==> src/rtl/afd_pkg.sv <==
// ----------------------------------------------------------------------------
// afd_pkg
// Shared types and constants for the API frame deframer with checksum.
// ----------------------------------------------------------------------------
package afd_pkg;

    // Parser phase; unused codes behave as hunting
    typedef enum logic [2:0] {
        PH_HUNT   = 3'd0,
        PH_LEN_LO = 3'd1,
        PH_LEN_HI = 3'd2,
        PH_TYPE   = 3'd3,
        PH_BODY   = 3'd4
    } t_phase;

    // Kind tag carried with each passed-on byte
    localparam logic [1:0] KIND_TYPE    = 2'd0;
    localparam logic [1:0] KIND_PAYLOAD = 2'd1;
    localparam logic [1:0] KIND_CLOSE   = 2'd2;

    // Register map (word index)
    localparam logic REG_START_BYTE = 1'b0;

    // Reset value of the start byte register
    localparam logic [7:0] START_BYTE_RST = 8'd126;

    // Checksum base: the sum plus the checksum byte makes this value
    localparam logic [7:0] CHK_BASE = 8'hFF;

    // One result item
    typedef struct packed {
        logic [7:0] data;
        logic [1:0] kind;
        logic       last;
        logic       good;
    } t_result;

endpackage

==> src/rtl/afd_cfg.sv <==
// ----------------------------------------------------------------------------
// afd_cfg
// APB register block holding the start byte.
// ----------------------------------------------------------------------------
module afd_cfg (
    input  logic        i_clk,
    input  logic        i_rst_n,
    input  logic        psel,
    input  logic        penable,
    input  logic        pwrite,
    input  logic [2:0]  paddr,
    input  logic [31:0] pwdata,
    output logic [31:0] prdata,
    output logic        pready,
    output logic [7:0]  o_start_byte
);

    logic [7:0] r_start_byte;
    logic       wr_en;

    // Decode a completed write to the start byte register
    assign wr_en  = psel && penable && pwrite && (paddr[2] == afd_pkg::REG_START_BYTE);
    assign pready = 1'b1;

    always_ff @(posedge i_clk) begin
        if (!i_rst_n) begin
            r_start_byte <= afd_pkg::START_BYTE_RST;
        end else if (wr_en) begin
            r_start_byte <= pwdata[7:0];
        end
    end

    // Return the register on reads, zero beyond the map
    always_comb begin
        prdata = '0;
        if (paddr[2] == afd_pkg::REG_START_BYTE) begin
            prdata = {24'd0, r_start_byte};
        end
    end

    assign o_start_byte = r_start_byte;

endmodule

==> src/rtl/afd_parse.sv <==
// ----------------------------------------------------------------------------
// afd_parse
// Frame parser: hunts for the start byte, reads the length, tags the type,
// payload and checksum bytes and checks the running sum.
// ----------------------------------------------------------------------------
module afd_parse (
    input  logic              i_clk,
    input  logic              i_rst_n,
    input  logic              i_accept,
    input  logic [7:0]        i_byte,
    input  logic [7:0]        i_start_byte,
    output logic              o_res_valid,
    output afd_pkg::t_result  o_res
);

    afd_pkg::t_phase r_phase, n_phase;
    logic [15:0]     r_remaining, n_remaining;
    logic [7:0]      r_sum, n_sum;
    logic [7:0]      expect_chk;

    assign expect_chk = afd_pkg::CHK_BASE - r_sum;

    always_ff @(posedge i_clk) begin
        if (!i_rst_n) begin
            r_phase     <= afd_pkg::PH_HUNT;
            r_remaining <= '0;
            r_sum       <= '0;
        end else begin
            r_phase     <= n_phase;
            r_remaining <= n_remaining;
            r_sum       <= n_sum;
        end
    end

    // Advance the phase and build the result for an accepted item
    always_comb begin
        n_phase      = r_phase;
        n_remaining  = r_remaining;
        n_sum        = r_sum;
        o_res_valid  = 1'b0;
        o_res.data   = i_byte;
        o_res.kind   = afd_pkg::KIND_TYPE;
        o_res.last   = 1'b0;
        o_res.good   = 1'b0;
        if (i_accept) begin
            case (r_phase)
                afd_pkg::PH_LEN_LO: begin
                    n_remaining = {8'd0, i_byte};
                    n_phase     = afd_pkg::PH_LEN_HI;
                end
                afd_pkg::PH_LEN_HI: begin
                    n_remaining = {i_byte, r_remaining[7:0]};
                    n_phase     = afd_pkg::PH_TYPE;
                end
                afd_pkg::PH_TYPE: begin
                    o_res_valid = 1'b1;
                    if (r_remaining == 16'd0) begin
                        // zero length: the type byte closes the frame
                        o_res.kind = afd_pkg::KIND_CLOSE;
                        o_res.last = 1'b1;
                        o_res.good = (i_byte == 8'd0);
                        n_phase    = afd_pkg::PH_HUNT;
                    end else begin
                        n_sum   = i_byte;
                        n_phase = afd_pkg::PH_BODY;
                    end
                end
                afd_pkg::PH_BODY: begin
                    o_res_valid = 1'b1;
                    if (r_remaining <= 16'd1) begin
                        o_res.kind  = afd_pkg::KIND_CLOSE;
                        o_res.last  = 1'b1;
                        o_res.good  = (expect_chk == i_byte);
                        n_remaining = '0;
                        n_phase     = afd_pkg::PH_HUNT;
                    end else begin
                        o_res.kind  = afd_pkg::KIND_PAYLOAD;
                        n_sum       = r_sum + i_byte;
                        n_remaining = r_remaining - 16'd1;
                    end
                end
                default: begin
                    // hunt: drop bytes until the start byte
                    n_phase = afd_pkg::PH_HUNT;
                    if (i_byte == i_start_byte) begin
                        n_phase     = afd_pkg::PH_LEN_LO;
                        n_remaining = '0;
                        n_sum       = '0;
                    end
                end
            endcase
        end
    end

endmodule

==> src/rtl/afd_skid.sv <==
// ----------------------------------------------------------------------------
// afd_skid
// Output register with a skid stage, so that the input side can take one
// more item while a result waits downstream.
// ----------------------------------------------------------------------------
module afd_skid (
    input  logic              i_clk,
    input  logic              i_rst_n,
    input  logic              i_valid,
    input  afd_pkg::t_result  i_res,
    output logic              o_ready,
    output logic              o_valid,
    output afd_pkg::t_result  o_res,
    input  logic              i_ready
);

    logic             r_valid, n_valid;
    logic             r_skid_valid, n_skid_valid;
    afd_pkg::t_result r_res, n_res;
    afd_pkg::t_result r_skid_res, n_skid_res;

    always_ff @(posedge i_clk) begin
        if (!i_rst_n) begin
            r_valid      <= 1'b0;
            r_skid_valid <= 1'b0;
        end else begin
            r_valid      <= n_valid;
            r_skid_valid <= n_skid_valid;
        end
        r_res      <= n_res;
        r_skid_res <= n_skid_res;
    end

    // Refill the output register, park an item in the skid stage on a stall
    always_comb begin
        n_valid      = r_valid;
        n_res        = r_res;
        n_skid_valid = r_skid_valid;
        n_skid_res   = r_skid_res;
        if (!r_valid || i_ready) begin
            if (r_skid_valid) begin
                n_valid      = 1'b1;
                n_res        = r_skid_res;
                n_skid_valid = 1'b0;
            end else begin
                n_valid = i_valid;
                n_res   = i_res;
            end
        end else if (i_valid) begin
            n_skid_valid = 1'b1;
            n_skid_res   = i_res;
        end
    end

    assign o_ready = !r_skid_valid;
    assign o_valid = r_valid;
    assign o_res   = r_res;

endmodule

==> src/rtl/api_frame_deframer_checksum.sv <==
// ----------------------------------------------------------------------------
// api_frame_deframer_checksum
// Deframes modem API frames from a received byte stream and checks the
// 8-bit checksum.
// ----------------------------------------------------------------------------
// One received byte is taken per clock cycle when s_axis_tvalid and
// s_axis_tready are high. Bytes are dropped until the start byte (APB
// register at address 0, reset 0x7E) arrives; the two length bytes, low byte
// first, are consumed silently, and the type, payload and checksum bytes are
// passed on through the output register. The closing byte carries tlast and
// the good flag. Throughput is one byte per cycle while s_axis_tready is high;
// s_axis_tready drops only while both the output register and the skid stage
// hold results that the downstream side has not taken.
module api_frame_deframer_checksum (
    input  logic        i_clk,
    input  logic        i_rst_n,
    // received byte stream
    input  logic        s_axis_tvalid,
    output logic        s_axis_tready,
    input  logic [7:0]  s_axis_tdata,   // [7:0] in_byte
    // deframed byte stream
    output logic        m_axis_tvalid,
    input  logic        m_axis_tready,
    output logic [7:0]  m_axis_tdata,   // [7:0] out_byte
    output logic [2:0]  m_axis_tuser,   // [1:0] kind, [2] good
    output logic        m_axis_tlast,
    // configuration
    input  logic        psel,
    input  logic        penable,
    input  logic        pwrite,
    input  logic [2:0]  paddr,
    input  logic [31:0] pwdata,
    output logic [31:0] prdata,
    output logic        pready
);

    logic             accept;
    logic [7:0]       start_byte;
    logic             res_valid;
    afd_pkg::t_result res;
    afd_pkg::t_result out_res;

    assign accept = s_axis_tvalid && s_axis_tready;

    afd_cfg u_cfg (
        .i_clk        (i_clk),
        .i_rst_n      (i_rst_n),
        .psel         (psel),
        .penable      (penable),
        .pwrite       (pwrite),
        .paddr        (paddr),
        .pwdata       (pwdata),
        .prdata       (prdata),
        .pready       (pready),
        .o_start_byte (start_byte)
    );

    afd_parse u_parse (
        .i_clk        (i_clk),
        .i_rst_n      (i_rst_n),
        .i_accept     (accept),
        .i_byte       (s_axis_tdata),
        .i_start_byte (start_byte),
        .o_res_valid  (res_valid),
        .o_res        (res)
    );

    afd_skid u_skid (
        .i_clk   (i_clk),
        .i_rst_n (i_rst_n),
        .i_valid (res_valid),
        .i_res   (res),
        .o_ready (s_axis_tready),
        .o_valid (m_axis_tvalid),
        .o_res   (out_res),
        .i_ready (m_axis_tready)
    );

    // Pack the result onto the stream fields
    assign m_axis_tdata = out_res.data;
    assign m_axis_tuser = {out_res.good, out_res.kind};
    assign m_axis_tlast = out_res.last;

endmodule

==> config.mk <==
export PLATFORM = sky130hd
export DESIGN_NAME = api_frame_deframer_checksum
export DESIGN_NICKNAME = d
export VERILOG_FILES = /design/src/rtl/afd_pkg.sv /design/src/rtl/afd_cfg.sv /design/src/rtl/afd_parse.sv /design/src/rtl/afd_skid.sv /design/src/rtl/api_frame_deframer_checksum.sv
export SDC_FILE = /design/constraint.sdc
export NUM_CORES = 1
export LEC_CHECK = 0
export BUFFER_PORTS_ARGS = -buffer_cell sky130_fd_sc_hd__buf_2
export CAP_MARGIN = 5
export CORE_MARGIN = 1.5
export CORE_UTILIZATION = 58
export CTS_BUF_LIST = sky130_fd_sc_hd__clkbuf_16
export CTS_CLUSTER_SIZE = 10
export DETAILED_ROUTE_END_ITERATION = 6
export GPL_TIMING_DRIVEN = 0
export PLACE_DENSITY = 0.87
export SLEW_MARGIN = 20
export SYNTH_ARGS = -nofsm -noshare
export SYNTH_HDL_FRONTEND = slang
export SYNTH_SLANG_ARGS = --single-unit
==> constraint.sdc <==
create_clock -name i_clk -period 5.7 [get_ports i_clk]
set_clock_uncertainty 0.05 [all_clocks]
set_input_delay 1.14 -clock i_clk [delete_from_list [all_inputs] [get_ports i_clk]]
set_output_delay 1.14 -clock i_clk [all_outputs]
set_load 0.03 [all_outputs]
==> results by group <==
GRT
  • Initial antenna violation count: 1
  • Grt met2 use: 0.4893
  • Met1 Resource Use GR: 0.3752
  • GRT Max-Usage Layer: met2
  • Global-route wire length before repair: 16360 um
  • Largest net degree at the start of global routing: 15
  • Global-route met3 utilization: 0.05666
  • GRT Total Usage: 0.2989
  • Vias in the first global route: 3320
  • Grt total ovfl: 0

Timing
  • Fmax: 347.3 MHz
  • Tmin final: 2.879 ns
  • Max Slew Vio Count: 0
  • Slew HR: 0.3699
  • Final hold slack: 0.4168 ns
  • Fin. Hold Viols: 0
  • Least-Margin Pin Slew: 0.9417 ns
  • Setup violations, final: 0
  • Setup TNS: 0 ns
  • Final period util: 0.5051
  • RSZ-0062 raised after global routing: false

Clock tree
  • Post-CTS setup repair buffer count: 0
  • Worst-Skew Late Latency: 0.33 ns
  • Clock slew at reported path FFs: 0.05 ns
  • CTS Sinks: 59
  • Num CTS Buffers: 9
  • Max Root-Sink Buffers: 2
  • TritonCTS clock tree: yes
  • Hold Buf Count CTS: 0
  • Root Buffer: clkbuf_16
  • CTS H-tree depth: 3
  • PostCTS Resize Cnt: 0

Route
  • Total vias in the final route: 3490
  • Vias per inst: 6.112
  • DR WL/cell: 17.83 um
  • Routed Antenna Nets: 0
  • DRT iter0 DRCs: 271
  • Residual DRC: 0
  • DR pass1 iterations: 5
  • Routed WL: 10180 um

Setup path
  • Critical Path Sink Type: output pin
  • Crit path arrival time: 1.69 ns
  • Kind of start point of the critical path: input pin
  • Crit path required time: 4.51 ns
  • CP Class: input pin to output pin
  • Crit-path max FO: 10

Logic synthesis
  • Post-synth EDFFs: 22
  • Post-synthesis cell type count: 69
  • Cell count after synthesis: 409
  • Synthesized area per cell: 9.165 um2
  • Async S/R FF share, synth: 0
  • Seq/Total Area, Yosys: 0.3738
  • Synthesized flop and latch total: 59
  • Post-synthesis cell area: 0.003749 mm2
  • YS warnings: 0
  • Ys flop type: dfxtp_1

Worst hold path
  • Worst hold path class: register to register

Floorplanning
  • Die Ht: 83.40 um
  • Full die area: 0.006955 mm2
  • Initial Util: 0.5937
  • Std cell rows: 29
  • Core ar.: 0.006314 mm2
  • Boundary Pins: 97
  • Die Wd: 83.40 um

Job
  • Max-Cap Viols: 0

Cells and area
  • Share of layout cells above drive strength 1: 0.2373
  • Finished Cell Area: 0.004453 mm2
  • Final net count: 548
  • Area Overhead vs Synth: 18.79%

Pwr
  • Worst IR Drop VDD: 188.3 uV
  • Leak pwr: 1.960 nW
  • Overall power: 0.001110 W
  • PD cells: 249.2 mW/mm2

Outcome
  • Status: finished, final reports clean

Placed design
  • Placed instance area: 0.004156 mm2
  • IO Port Bufs: 45
  • GP Congestion: 0.9548
  • DP HPWL: 7121 um
metal layers:
metal	part of all wire	up-vias
met5	0	-
met4	0.031	0
met3	0.073	29
met2	0.48	163
met1	0.42	1670
li1	-	1628
cells in the mapped netlist, types with 3 or more instances:
| cell type | count | area share |
|---|---|---|
| nor4_1 | 5 | 0.0083 |
| nor2_1 | 21 | 0.021 |
| inv_1 | 20 | 0.020 |
| xnor2_1 | 15 | 0.035 |
| a21oi_1 | 7 | 0.0093 |
| a31oi_1 | 3 | 0.0050 |
| mux2_2 | 9 | 0.027 |
| buf_4 | 27 | 0.054 |
| ha_1 | 9 | 0.030 |
| a21boi_0 | 5 | 0.010 |
| nand3b_1 | 3 | 0.0060 |
| nor4_2 | 3 | 0.010 |
| edfxtp_1 | 22 | 0.18 |
| and4_1 | 3 | 0.0070 |
| nand2_1 | 42 | 0.042 |
| o221ai_1 | 5 | 0.012 |
| and2_1 | 4 | 0.0067 |
| clkbuf_1 | 9 | 0.0090 |
| mux2i_1 | 8 | 0.021 |
| nor3_1 | 12 | 0.016 |
| nor3b_1 | 3 | 0.0060 |
| and3_1 | 12 | 0.020 |
| o21ai_0 | 18 | 0.024 |
| nand3_1 | 14 | 0.019 |
| nor2b_1 | 10 | 0.017 |
| o31ai_1 | 4 | 0.0080 |
| dfxtp_1 | 37 | 0.20 |
| buf_2 | 5 | 0.0067 |
| o2111ai_1 | 3 | 0.0070 |
| a21o_1 | 6 | 0.012 |
| a32oi_1 | 5 | 0.012 |
| a221o_1 | 3 | 0.0080 |
| a22oi_1 | 4 | 0.0080 |
| nand4_1 | 6 | 0.010 |
| nand2b_1 | 4 | 0.0067 |
sequential cells by signal, indices dropped and copies added, names as in the netlist:
| name | count |
|---|---|
| u_parse.r_phase | 3 |
| u_skid.r_skid_res | 11 |
| u_skid.o_valid | 1 |
| u_parse.r_sum | 8 |
| u_skid.r_skid_valid | 1 |
| u_cfg.o_start_byte | 8 |
| u_skid.o_res | 11 |
| u_parse.r_remaining | 16 |
final timing paths:
path	from	end	slack, ns	depth (start not counted)
worst max-delay path	paddr[2]	prdata[4]	2.82	3
worst min register to register	u_parse.r_sum[2]	u_parse.r_sum[2]	0.42	2
worst max register to register	u_parse.r_phase[0]	u_skid.r_skid_res[7]	3.05	7
worst min-delay path	u_parse.r_sum[2]	u_parse.r_sum[2]	0.42	2
cells in the final DEF (no fill, tap or decap), types with 9 or more instances in the layout:
cell	count
dfxtp_1	37
buf_2	50
o21ai_0	18
mux2_2	9
conb_1	25
nor3_1	12
edfxtp_1	22
buf_4	27
nor2_1	21
clkbuf_1	9
nand2_1	42
nor2b_1	10
xnor2_1	15
inv_1	20
and3_1	12
nand3_1	14
clkbuf_16	9
ha_1	9
kinds of logic after synthesis:
| logic type | Yosys count | share of synthesized area |
|---|---|---|
| xor gates and xnor gates | 16 | 0.03738 |
| and+or+nand+nor | 153 | 0.2263 |
| adders and majority gates | 10 | 0.03538 |
| AOI/OAI and AO/OA | 91 | 0.1869 |
| buffers and inverters | 61 | 0.08978 |
| muxes | 17 | 0.04840 |
| DFF | 59 | 0.3738 |
| other | 2 | 0.002003 |
layout make-up:
| cell class | instances | area, um2 |
|---|---|---|
| multi-input cells | 312 | 2097 |
| fillers | 516 | 1861 |
| flip-flops and latches | 59 | 1401 |
| plain buffers | 41 | 261.5 |
| clock buffers | 9 | 225.2 |
| repair buffers | 45 | 225.2 |
| well taps | 77 | 96.34 |
| inverters | 20 | 75.07 |
| clock inverters | 7 | 68.82 |
| diodes | 1 | 2.502 |
critical path: stages:
cell and delay [ns]:
buf_2 0.16, nor2b_1 0.17, buf_2 0.22
where the power goes:
part | internal (W) | leakage [nW] | total [W] | switching (W)
combinational | 0.0000417 | 1.31 | 0.000130 | 0.0000881
sequential | 0.000442 | 0.513 | 0.000446 | 0.00000397
clock | 0.000336 | 0.141 | 0.000534 | 0.000198
stage by stage:
stage               cells  setup WS, ns    util
detailed placement    554         2.541  0.6583
CTS                   570         2.848  0.7049
global route          571         2.764  0.7053
finish                571         2.821  0.7053
floorplan             432         2.855       -
global placement      554         2.557  0.6583
No activity file was read; power rests on OpenSTA's default activity.
